--- config.mk ---
export PLATFORM = sky130hd
export DESIGN_NAME = autorange_duty_cycle_meter
export DESIGN_NICKNAME = d
export VERILOG_FILES = /design/src/sv/adcm_pkg.sv /design/src/sv/adcm_regs.sv /design/src/sv/adcm_div.sv /design/src/sv/adcm_seq.sv /design/src/sv/autorange_duty_cycle_meter.sv
export SDC_FILE = /design/constraint.sdc
export NUM_CORES = 2
export LEC_CHECK = 0
export ABC_AREA = 1
export BUFFER_PORTS_ARGS = -buffer_cell sky130_fd_sc_hd__buf_2
export CAP_MARGIN = 20
export CORE_MARGIN = 1.5
export CORE_UTILIZATION = 40
export CTS_BUF_LIST = sky130_fd_sc_hd__clkbuf_8
export DETAILED_ROUTE_END_ITERATION = 6
export PLACE_DENSITY_LB_ADDON = 0.25
export SLEW_MARGIN = 25
export SYNTH_ARGS = -nofsm -noshare
export SYNTH_HDL_FRONTEND = slang
export SYNTH_SLANG_ARGS = --single-unit
--- constraint.sdc ---
create_clock -name clk_i -period 15.95 [get_ports clk_i]
set_input_delay 0.7975 -clock clk_i [delete_from_list [all_inputs] [get_ports clk_i]]
set_output_delay 0.7975 -clock clk_i [all_outputs]
set_load 0.02 [all_outputs]
--- src/sv/adcm_pkg.sv ---
`default_nettype none

package adcm_pkg;

  function automatic int unsigned max_u(int unsigned a, int unsigned b);
    return (a > b) ? a : b;
  endfunction

  // Field widths of the channels and registers.
  localparam int unsigned CaptureWidth  = 16;
  localparam int unsigned FreqWidth     = 28;
  localparam int unsigned ClockHzWidth  = 28;
  localparam int unsigned TargetWidth   = 16;
  localparam int unsigned PrescWidth    = 16;
  localparam int unsigned TimeoutWidth  = 16;
  localparam int unsigned DutyWidth     = 10;
  localparam int unsigned PeriodNsWidth = 30;
  localparam int unsigned CmdWidth      = 2;

  // Configuration port.
  localparam int unsigned AddrWidth  = 4;
  localparam int unsigned DataWidth  = 32;
  localparam int unsigned RegIdWidth = 2;

  localparam logic [RegIdWidth-1:0] RegClockHz  = 2'd0;
  localparam logic [RegIdWidth-1:0] RegTarget   = 2'd1;
  localparam logic [RegIdWidth-1:0] RegDefPresc = 2'd2;
  localparam logic [RegIdWidth-1:0] RegTimeout  = 2'd3;

  localparam logic [ClockHzWidth-1:0] ClockHzReset  = ClockHzWidth'(72000000);
  localparam logic [TargetWidth-1:0]  TargetReset   = TargetWidth'(60000);
  localparam logic [PrescWidth-1:0]   DefPrescReset = PrescWidth'(1199);
  localparam logic [TimeoutWidth-1:0] TimeoutReset  = TimeoutWidth'(1500);

  // Commands.
  localparam logic [CmdWidth-1:0] CmdStart   = 2'd0;
  localparam logic [CmdWidth-1:0] CmdCapture = 2'd1;
  localparam logic [CmdWidth-1:0] CmdGate    = 2'd2;
  localparam logic [CmdWidth-1:0] CmdTick    = 2'd3;

  // Shared multiplier and divider sizing.
  localparam int unsigned MulAWidth = max_u(CaptureWidth, FreqWidth);
  localparam int unsigned MulBWidth = TargetWidth;
  localparam int unsigned MulPWidth = MulAWidth + MulBWidth;
  localparam int unsigned NumWidth  = max_u(CaptureWidth + DutyWidth, 32);
  localparam int unsigned DenWidth  = max_u(CaptureWidth, FreqWidth + TargetWidth);
  localparam int unsigned CntWidth  = $clog2(NumWidth);

  localparam int unsigned PermilleScale = 1000;
  localparam longint unsigned NsPerSecond = 64'd1000000000;
  localparam longint unsigned DividerMax  = 64'd65536;

  typedef struct packed {
    logic [CmdWidth-1:0]     command;
    logic [CaptureWidth-1:0] period_ticks;
    logic [CaptureWidth-1:0] high_ticks;
    logic [FreqWidth-1:0]    measured_hz;
  } in_item_t;

  typedef struct packed {
    logic [DutyWidth-1:0]     duty_permille;
    logic                     duty_ok;
    logic [PrescWidth-1:0]    prescaler_now;
    logic                     prescaler_changed;
    logic [FreqWidth-1:0]     frequency_out_hz;
    logic [PeriodNsWidth-1:0] period_ns;
  } out_item_t;

  typedef struct packed {
    logic [ClockHzWidth-1:0] counter_clock_hz;
    logic [TargetWidth-1:0]  target_period_ticks;
    logic [PrescWidth-1:0]   default_prescaler;
    logic [TimeoutWidth-1:0] timeout_ms;
  } cfg_t;

  typedef struct packed {
    logic                start;
    logic [NumWidth-1:0] num;
    logic [DenWidth-1:0] den;
  } div_req_t;

  typedef struct packed {
    logic                done;
    logic [NumWidth-1:0] quo;
    logic [DenWidth-1:0] rem;
  } div_rsp_t;

endpackage

`default_nettype wire

--- src/sv/adcm_regs.sv ---
`default_nettype none

module adcm_regs import adcm_pkg::*; (
  input  logic                 clk_i,
  input  logic                 rst_ni,
  input  logic                 psel,
  input  logic                 penable,
  input  logic                 pwrite,
  input  logic [AddrWidth-1:0] paddr,
  input  logic [DataWidth-1:0] pwdata,
  output logic [DataWidth-1:0] prdata,
  output cfg_t                 cfg_o
);

  cfg_t                  cfg_q;
  logic                  wr_en;
  logic [RegIdWidth-1:0] reg_id;

  assign wr_en  = psel & penable & pwrite;
  assign reg_id = paddr[AddrWidth-1:2];

  always_ff @(posedge clk_i or negedge rst_ni) begin
    if (!rst_ni) begin
      cfg_q.counter_clock_hz    <= ClockHzReset;
      cfg_q.target_period_ticks <= TargetReset;
      cfg_q.default_prescaler   <= DefPrescReset;
      cfg_q.timeout_ms          <= TimeoutReset;
    end else if (wr_en) begin
      unique case (reg_id)
        RegClockHz:  cfg_q.counter_clock_hz    <= pwdata[ClockHzWidth-1:0];
        RegTarget:   cfg_q.target_period_ticks <= pwdata[TargetWidth-1:0];
        RegDefPresc: cfg_q.default_prescaler   <= pwdata[PrescWidth-1:0];
        RegTimeout:  cfg_q.timeout_ms          <= pwdata[TimeoutWidth-1:0];
        default: ;
      endcase
    end
  end

  always_comb begin
    unique case (reg_id)
      RegClockHz:  prdata = DataWidth'(cfg_q.counter_clock_hz);
      RegTarget:   prdata = DataWidth'(cfg_q.target_period_ticks);
      RegDefPresc: prdata = DataWidth'(cfg_q.default_prescaler);
      RegTimeout:  prdata = DataWidth'(cfg_q.timeout_ms);
      default:     prdata = '0;
    endcase
  end

  assign cfg_o = cfg_q;

endmodule

`default_nettype wire

--- src/sv/adcm_div.sv ---
`default_nettype none

// Restoring divider, one quotient bit per cycle.
module adcm_div import adcm_pkg::*; (
  input  logic     clk_i,
  input  logic     rst_ni,
  input  div_req_t req_i,
  output div_rsp_t rsp_o
);

  logic                busy_q;
  logic                done_q;
  logic [CntWidth-1:0] cnt_q;
  logic [NumWidth-1:0] acc_q;
  logic [DenWidth-1:0] rem_q;
  logic [DenWidth-1:0] den_q;

  logic [DenWidth:0]   rem_sh;
  logic [DenWidth:0]   rem_nx;
  logic                fits;

  assign rem_sh = {rem_q, acc_q[NumWidth-1]};
  assign fits   = rem_sh >= {1'b0, den_q};
  assign rem_nx = fits ? (rem_sh - {1'b0, den_q}) : rem_sh;

  always_ff @(posedge clk_i or negedge rst_ni) begin
    if (!rst_ni) begin
      busy_q <= 1'b0;
      done_q <= 1'b0;
      cnt_q  <= '0;
    end else if (req_i.start) begin
      busy_q <= 1'b1;
      done_q <= 1'b0;
      cnt_q  <= CntWidth'(NumWidth - 1);
    end else if (busy_q) begin
      if (cnt_q == '0) begin
        busy_q <= 1'b0;
        done_q <= 1'b1;
      end else begin
        cnt_q <= cnt_q - 1'b1;
      end
    end else begin
      done_q <= 1'b0;
    end
  end

  // The dividend register fills with quotient bits from the bottom.
  always_ff @(posedge clk_i) begin
    if (req_i.start) begin
      acc_q <= req_i.num;
      rem_q <= '0;
      den_q <= req_i.den;
    end else if (busy_q) begin
      acc_q <= {acc_q[NumWidth-2:0], fits};
      rem_q <= rem_nx[DenWidth-1:0];
    end
  end

  assign rsp_o.done = done_q;
  assign rsp_o.quo  = acc_q;
  assign rsp_o.rem  = rem_q;

endmodule

`default_nettype wire

--- src/sv/adcm_seq.sv ---
`default_nettype none

module adcm_seq import adcm_pkg::*; (
  input  logic      clk_i,
  input  logic      rst_ni,
  input  cfg_t      cfg_i,
  input  logic      in_valid_i,
  output logic      in_ready_o,
  input  in_item_t  in_data_i,
  input  logic      out_free_i,
  output logic      res_valid_o,
  output out_item_t res_data_o,
  output div_req_t  div_req_o,
  input  div_rsp_t  div_rsp_i
);

  localparam logic [2:0] StIdle   = 3'd0;
  localparam logic [2:0] StMul    = 3'd1;
  localparam logic [2:0] StDivGo  = 3'd2;
  localparam logic [2:0] StDivRun = 3'd3;
  localparam logic [2:0] StDone   = 3'd4;

  localparam logic [1:0] PhDuty = 2'd0;
  localparam logic [1:0] PhPres = 2'd1;
  localparam logic [1:0] PhPns  = 2'd2;

  localparam logic [MulBWidth-1:0]    PermilleMul = MulBWidth'(PermilleScale);
  localparam logic [NumWidth-1:0]     NsConst     = NumWidth'(NsPerSecond);
  localparam logic [NumWidth:0]       DivMaxC     = (NumWidth + 1)'(DividerMax);
  localparam logic [TimeoutWidth-1:0] ElapsedMax  = '1;

  logic [2:0]               state_q, state_d;
  logic [1:0]               phase_q, phase_d;
  in_item_t                 item_q, item_d;
  logic [MulPWidth-1:0]     prod_q, prod_d;
  logic [PrescWidth-1:0]    np_q, np_d;
  logic [PrescWidth-1:0]    pres_q, pres_d;
  logic                     synced_q, synced_d;
  logic                     valid_q, valid_d;
  logic [DutyWidth-1:0]     duty_q, duty_d;
  logic [TimeoutWidth-1:0]  elapsed_q, elapsed_d;
  logic [FreqWidth-1:0]     freq_q, freq_d;
  logic [PeriodNsWidth-1:0] pns_q, pns_d;
  logic                     changed_q, changed_d;

  logic [FreqWidth-1:0]     lower;
  logic [TargetWidth-1:0]   target;
  logic [MulAWidth-1:0]     mul_a;
  logic [MulBWidth-1:0]     mul_b;
  logic [NumWidth:0]        div_full;
  logic [PrescWidth-1:0]    np_calc;
  logic [TimeoutWidth-1:0]  elapsed_inc;
  logic                     div_start;

  // Multiplier operands: high time by 1000 for a capture, max(f-1, 1) by target otherwise.
  assign lower  = (item_q.measured_hz > FreqWidth'(1)) ? (item_q.measured_hz - 1'b1)
                                                       : FreqWidth'(1);
  assign target = (cfg_i.target_period_ticks == '0) ? TargetWidth'(1)
                                                    : cfg_i.target_period_ticks;
  assign mul_a  = (item_q.command == CmdCapture) ? MulAWidth'(item_q.high_ticks)
                                                 : MulAWidth'(lower);
  assign mul_b  = (item_q.command == CmdCapture) ? PermilleMul : target;

  // Ceiling of the clock over the denominator, clamped, minus one.
  assign div_full = {1'b0, div_rsp_i.quo} + (NumWidth + 1)'(div_rsp_i.rem != '0);
  always_comb begin
    if (div_full == '0) begin
      np_calc = '0;
    end else if (div_full > DivMaxC) begin
      np_calc = '1;
    end else begin
      np_calc = PrescWidth'(div_full - 1'b1);
    end
  end

  assign elapsed_inc = (elapsed_q == ElapsedMax) ? elapsed_q : (elapsed_q + 1'b1);

  always_comb begin
    div_req_o.start = div_start;
    unique case (phase_q)
      PhDuty: begin
        div_req_o.num = NumWidth'(prod_q) + NumWidth'(item_q.period_ticks >> 1);
        div_req_o.den = DenWidth'(item_q.period_ticks);
      end
      PhPres: begin
        div_req_o.num = NumWidth'(cfg_i.counter_clock_hz);
        div_req_o.den = DenWidth'(prod_q);
      end
      default: begin
        div_req_o.num = NsConst + NumWidth'(item_q.measured_hz >> 1);
        div_req_o.den = DenWidth'(item_q.measured_hz);
      end
    endcase
  end

  always_comb begin
    state_d   = state_q;
    phase_d   = phase_q;
    item_d    = item_q;
    prod_d    = prod_q;
    np_d      = np_q;
    pres_d    = pres_q;
    synced_d  = synced_q;
    valid_d   = valid_q;
    duty_d    = duty_q;
    elapsed_d = elapsed_q;
    freq_d    = freq_q;
    pns_d     = pns_q;
    changed_d = changed_q;
    div_start   = 1'b0;
    res_valid_o = 1'b0;
    in_ready_o  = (state_q == StIdle);

    unique case (state_q)
      StIdle: begin
        if (in_valid_i) begin
          item_d    = in_data_i;
          changed_d = 1'b0;
          state_d   = StDone;
          unique case (in_data_i.command)
            CmdStart: begin
              if (in_data_i.measured_hz == '0) begin
                pres_d    = cfg_i.default_prescaler;
                synced_d  = 1'b0;
                valid_d   = 1'b0;
                duty_d    = '0;
                elapsed_d = '0;
                freq_d    = '0;
                pns_d     = '0;
                changed_d = 1'b1;
              end else begin
                phase_d = PhPres;
                state_d = StMul;
              end
            end
            CmdCapture: begin
              if (!synced_q) begin
                synced_d = 1'b1;
              end else if (in_data_i.period_ticks == '0 ||
                           in_data_i.high_ticks > in_data_i.period_ticks) begin
                valid_d = 1'b0;
              end else begin
                phase_d = PhDuty;
                state_d = StMul;
              end
            end
            CmdGate: begin
              if (in_data_i.measured_hz == '0) begin
                freq_d = '0;
                pns_d  = '0;
              end else begin
                phase_d = PhPres;
                state_d = StMul;
              end
            end
            CmdTick: begin
              if (valid_q && elapsed_inc > cfg_i.timeout_ms) begin
                synced_d  = 1'b0;
                valid_d   = 1'b0;
                duty_d    = '0;
                elapsed_d = '0;
              end else begin
                elapsed_d = elapsed_inc;
              end
            end
            default: ;
          endcase
        end
      end
      StMul: begin
        prod_d  = MulPWidth'(mul_a) * MulPWidth'(mul_b);
        state_d = StDivGo;
      end
      StDivGo: begin
        div_start = 1'b1;
        state_d   = StDivRun;
      end
      StDivRun: begin
        if (div_rsp_i.done) begin
          state_d = StDone;
          unique case (phase_q)
            PhDuty: begin
              duty_d    = div_rsp_i.quo[DutyWidth-1:0];
              elapsed_d = '0;
              valid_d   = 1'b1;
            end
            PhPres: begin
              if (item_q.command == CmdStart) begin
                pres_d    = np_calc;
                synced_d  = 1'b0;
                valid_d   = 1'b0;
                duty_d    = '0;
                elapsed_d = '0;
                freq_d    = '0;
                pns_d     = '0;
                changed_d = 1'b1;
              end else begin
                np_d    = np_calc;
                phase_d = PhPns;
                state_d = StDivGo;
              end
            end
            default: begin
              freq_d = item_q.measured_hz;
              pns_d  = div_rsp_i.quo[PeriodNsWidth-1:0];
              if (np_q != pres_q) begin
                pres_d    = np_q;
                synced_d  = 1'b0;
                valid_d   = 1'b0;
                duty_d    = '0;
                elapsed_d = '0;
                changed_d = 1'b1;
              end
            end
          endcase
        end
      end
      StDone: begin
        if (out_free_i) begin
          res_valid_o = 1'b1;
          state_d     = StIdle;
        end
      end
      default: state_d = StIdle;
    endcase
  end

  always_ff @(posedge clk_i or negedge rst_ni) begin
    if (!rst_ni) begin
      state_q   <= StIdle;
      phase_q   <= PhDuty;
      pres_q    <= DefPrescReset;
      synced_q  <= 1'b0;
      valid_q   <= 1'b0;
      duty_q    <= '0;
      elapsed_q <= '0;
      freq_q    <= '0;
      pns_q     <= '0;
      changed_q <= 1'b0;
    end else begin
      state_q   <= state_d;
      phase_q   <= phase_d;
      pres_q    <= pres_d;
      synced_q  <= synced_d;
      valid_q   <= valid_d;
      duty_q    <= duty_d;
      elapsed_q <= elapsed_d;
      freq_q    <= freq_d;
      pns_q     <= pns_d;
      changed_q <= changed_d;
    end
  end

  always_ff @(posedge clk_i) begin
    item_q <= item_d;
    prod_q <= prod_d;
    np_q   <= np_d;
  end

  assign res_data_o.duty_permille     = duty_q;
  assign res_data_o.duty_ok           = valid_q;
  assign res_data_o.prescaler_now     = pres_q;
  assign res_data_o.prescaler_changed = changed_q;
  assign res_data_o.frequency_out_hz  = freq_q;
  assign res_data_o.period_ns         = pns_q;

endmodule

`default_nettype wire

--- src/sv/autorange_duty_cycle_meter.sv ---
`default_nettype none

// Autoranging PWM duty-cycle meter.
// Commands arrive on the input channel (valid/ready), one per transfer: start,
// capture pair, gate frequency or millisecond tick. Every command produces
// exactly one result transfer on the output channel carrying the duty in
// permille, its validity, the prescaler for the capture counter, a changed
// flag, the last gate frequency and its rounded period in nanoseconds.
// Ticks, hintless starts, zero-frequency gates and dropped or bad captures go
// straight from idle to the done state. A good capture and a start with a hint
// take one multiply and one pass of the shared 32-step restoring divider before
// the result moves to the output register; a gate runs the divider twice
// (prescaler, then period). One command is in flight at a time; the
// input is ready again the cycle after its result moves into the output register.
// The output register lets a new command be accepted while the previous
// result waits; a stalled receiver holds the result steady and blocks the
// following result from leaving the sequencer.
// Reset loads the configuration defaults and the start-up prescaler, clears the
// capture state and leaves both channels empty. The user must write configuration
// through the APB port only while no command is in flight; nothing enforces it.
module autorange_duty_cycle_meter import adcm_pkg::*; (
  input  logic                 clk_i,
  input  logic                 rst_ni,
  input  logic                 in_valid_i,
  output logic                 in_ready_o,
  input  in_item_t             in_data_i,
  output logic                 out_valid_o,
  input  logic                 out_ready_i,
  output out_item_t            out_data_o,
  input  logic                 psel,
  input  logic                 penable,
  input  logic                 pwrite,
  input  logic [AddrWidth-1:0] paddr,
  input  logic [DataWidth-1:0] pwdata,
  output logic [DataWidth-1:0] prdata,
  output logic                 pready
);

  cfg_t      cfg;
  div_req_t  div_req;
  div_rsp_t  div_rsp;
  logic      res_valid;
  out_item_t res_data;
  logic      out_free;
  logic      out_valid_q;
  out_item_t out_data_q;

  assign pready = 1'b1;

  adcm_regs u_regs (
    .clk_i   (clk_i),
    .rst_ni  (rst_ni),
    .psel    (psel),
    .penable (penable),
    .pwrite  (pwrite),
    .paddr   (paddr),
    .pwdata  (pwdata),
    .prdata  (prdata),
    .cfg_o   (cfg)
  );

  adcm_div u_div (
    .clk_i  (clk_i),
    .rst_ni (rst_ni),
    .req_i  (div_req),
    .rsp_o  (div_rsp)
  );

  adcm_seq u_seq (
    .clk_i       (clk_i),
    .rst_ni      (rst_ni),
    .cfg_i       (cfg),
    .in_valid_i  (in_valid_i),
    .in_ready_o  (in_ready_o),
    .in_data_i   (in_data_i),
    .out_free_i  (out_free),
    .res_valid_o (res_valid),
    .res_data_o  (res_data),
    .div_req_o   (div_req),
    .div_rsp_i   (div_rsp)
  );

  // The output slot is free when empty or when its result leaves this cycle.
  assign out_free = !out_valid_q || out_ready_i;

  always_ff @(posedge clk_i or negedge rst_ni) begin
    if (!rst_ni) begin
      out_valid_q <= 1'b0;
    end else if (res_valid) begin
      out_valid_q <= 1'b1;
    end else if (out_ready_i) begin
      out_valid_q <= 1'b0;
    end
  end

  always_ff @(posedge clk_i) begin
    if (res_valid) begin
      out_data_q <= res_data;
    end
  end

  assign out_valid_o = out_valid_q;
  assign out_data_o  = out_data_q;

endmodule

`default_nettype wire

==> summary.txt <==
Flow run
  • Max-cap violations: 0

Finish
  • Commonest non-fill, non-tap cells in the layout: nand2_1, inv_1, nor2_1
  • Layout area overhead: 10.1%
  • Fin nets: 6300
  • Fin area: roughly 48000 um2
  • Layout cells sized above 1: 8.97%
  • Commonest non-fill, non-tap cell in the layout: nand2_1

Logic synthesis
  • Synth top area share: 19.5%
  • Syn avg cell area: 8.05 um2
  • Yosys top cell by area: edfxtp_1
  • Syn. warnings: 0
  • Primary FF master, synth: edfxtp_1
  • Netlist Area Pre-Place: around 44000 um2
  • Yosys cell types: 67
  • Area contributors post-synth: edfxtp_1, fa_1, nand2_1
  • Seq/Total Area, Yosys: between 30% and 40%
  • Synthesis-stage register bit count: 520
  • Post-synth EDFFs: about 280
  • Async set-reset flop share out of synthesis: ~37%
  • Cells after Synth: 5422

Setup path
  • CP Launch Type: register
  • Reg2Reg Depth: 33
  • Slowest stage cell on the critical path: fa_1
  • Crit path max fanout: 19
  • FF-to-FF End: u_seq.prod_q[34]
  • Nature of the critical path endpoint: register
  • Critical path startpoint: u_seq.item_q[24]
  • Worst flop-to-flop path startpoint: u_seq.item_q[24]
  • Most frequent CP cell: inv_1
  • CP Data Required Time: 16.45 ns
  • CP Capture Point: u_seq.prod_q[34]
  • Max stage delay on crit path: 0.60 ns
  • FF-to-FF setup slack: 7.11 ns
  • Arr. time, crit path: ~9.3 ns
  • Critical path class: reg2reg

Run status
  • Violated checks: design-rule violations
  • Outcome: complete, but fails checks

Global routing
  • GRT Resource Usage Total: 27.4%
  • Vias in the first global route: 37300
  • First-pass GRT wire length: roughly 230 mm
  • Grt total ovfl: 0
  • Initial antenna violation count: 2
  • Largest net degree at the start of global routing: 117

Detailed routing
  • Number of iterations in the first detailed-routing pass: 7
  • WL final: 152 mm
  • Vias per cell: ~5.3
  • Vias: 37600
  • Iter 0 DRT Violations: roughly 3600
  • Residual DRC: 4
  • Final ANT Viol Nets: 0
  • Routed len/inst: approximately 21 um

Clocking
  • Clock Path Buffers: 3
  • Clk sinks: 520
  • Root buffer cell: clkbuf_8
  • Hold Buf Count CTS: 0
  • H-tree levels: 3
  • Post-CTS Setup Bufs: 0
  • Post_cts resized: 0
  • Clock transition at the registers of the reported paths: roughly 0.050 ns
  • Latest clock arrival within the worst-skew pair: 0.77 ns
  • CTS buffer count: 91
  • CTS tree: yes

Placed design
  • GPL Wtd Cong: 0.982
  • Area after DPL: roughly 46000 um2
  • HPWL after detailed placement: 121 mm
  • Port buffer count: 214
  • Placement Setup Slack: 7.17 ns

Floorplan
  • Io pins: 226
  • Chip Height: 333 um
  • Die X: 333 um
  • Initial Util: about two fifths
  • Area of the die: 111000 um2
  • Core Box Area: 109000 um2
  • Cell Rows: 121

Hold path
  • Worst hold path class: in2async

Timing
  • Final hold violation count: 0
  • Rel. slew slack: 25.8%
  • Final Cycle Share: between 50% and 60%
  • Pins Over Slew Limit: 0
  • Setup TNS: 0 ns
  • Tmin final: just under 9 ns
  • Smallest hold slack: 0.137 ns
  • Final setup viols: 0
  • Skew final: 0.0562 ns
  • Slew @ Worst Pin: about 1.1 ns
  • Final worst slack: 7.11 ns
  • RSZ-0062 raised after global routing: false
  • Fmax: approximately 110 MHz
[sequential cells by signal, summed over array words and instances, names as in the netlist, 30 cells and up]
signal        flops
out_data_o       86
u_regs.cfg_o     76
u_seq.item_q     62
u_div.den_q      44
u_div.rem_q      44
u_seq.prod_q     44
u_div.acc_q      32
u_seq.pns_q      30
[metrics by stage]
| stage | cells | util, % |
|---|---|---|
| 2_1_floorplan | 5425 | - |
| 3_3_place_gp | 6930 | 42.5 |
| 3_5_place_dp | 6930 | 42.5 |
| 4_1_cts | 7102 | 44.2 |
| 5_1_grt | 7104 | 44.3 |
| 6_report | 7105 | 44.3 |
[worst max-delay path, delay by kind of cell, from the launching register on]
family                   cells  cell delay (ns)
flip-flops                   1             0.53
buffers and inverters        9             1.02
AND/OR/NAND/NOR             11             1.86
AO/OA/AOI/OAI                6             1.61
adder cells (fa/ha/maj)      7             3.54
[cell families (layout without fill, tap and decap cells)]
group	after synthesis	count (layout)	share of synthesized area [%]
other cells	2	8	0.0172
fa+ha+maj	586	586	23.1
xor+xnor	119	119	2.45
buf+inv	1222	1485	10.8
simple gates	2229	2229	21.3
flops	520	520	32.7
compound gates	744	744	9.72
[worst min path at each step]
stage	to	slack, ns	depth (start not counted)
after global routing	u_seq.pns_q[5]	0.13	1
after global placement	out_data_o[49]	0.43	0
after floorplan	out_data_o[0]	0.42	0
after detailed placement	out_data_o[12]	0.43	0
after CTS	u_seq.duty_q[6]	0.12	1
final	u_seq.pns_q[5]	0.14	1
[layout make-up]
cell class / count / area (um2)
multi-input cells: 3683 / 24800
repair buffers: 260 / 1430
well taps: 1414 / 1770
fillers: 10900 / 60500
clock inverters: 72 / 508
inverters: 1053 / 3950
diodes: 3 / 7.51
flip-flops and latches: 520 / 14300
clock buffers: 100 / 1380
[synth_stat cells (39+ instances only)]
library cell     n
dfrtp_1        157
nand4_1         53
o21ai_0        325
a21oi_1        213
dfxtp_1         44
nand2_1       1121
nor2_1         604
xor2_1          78
nor4_1          40
nand3_1        287
xnor2_1         39
edfxtp_1       284
fa_1           364
inv_1         1033
ha_1           222
nor3_1          44
clkbuf_1       119
[metal layers]
layer	GRT usage (%)	part of all wire, %
met3	4.40	7.3
met5	0	0.0086
met4	11.1	4.2
met1	37.0	43
met2	43.7	45
Power is not shown: default switching activity piles up to over one toggle a cycle in this logic, so the estimate is an artifact.
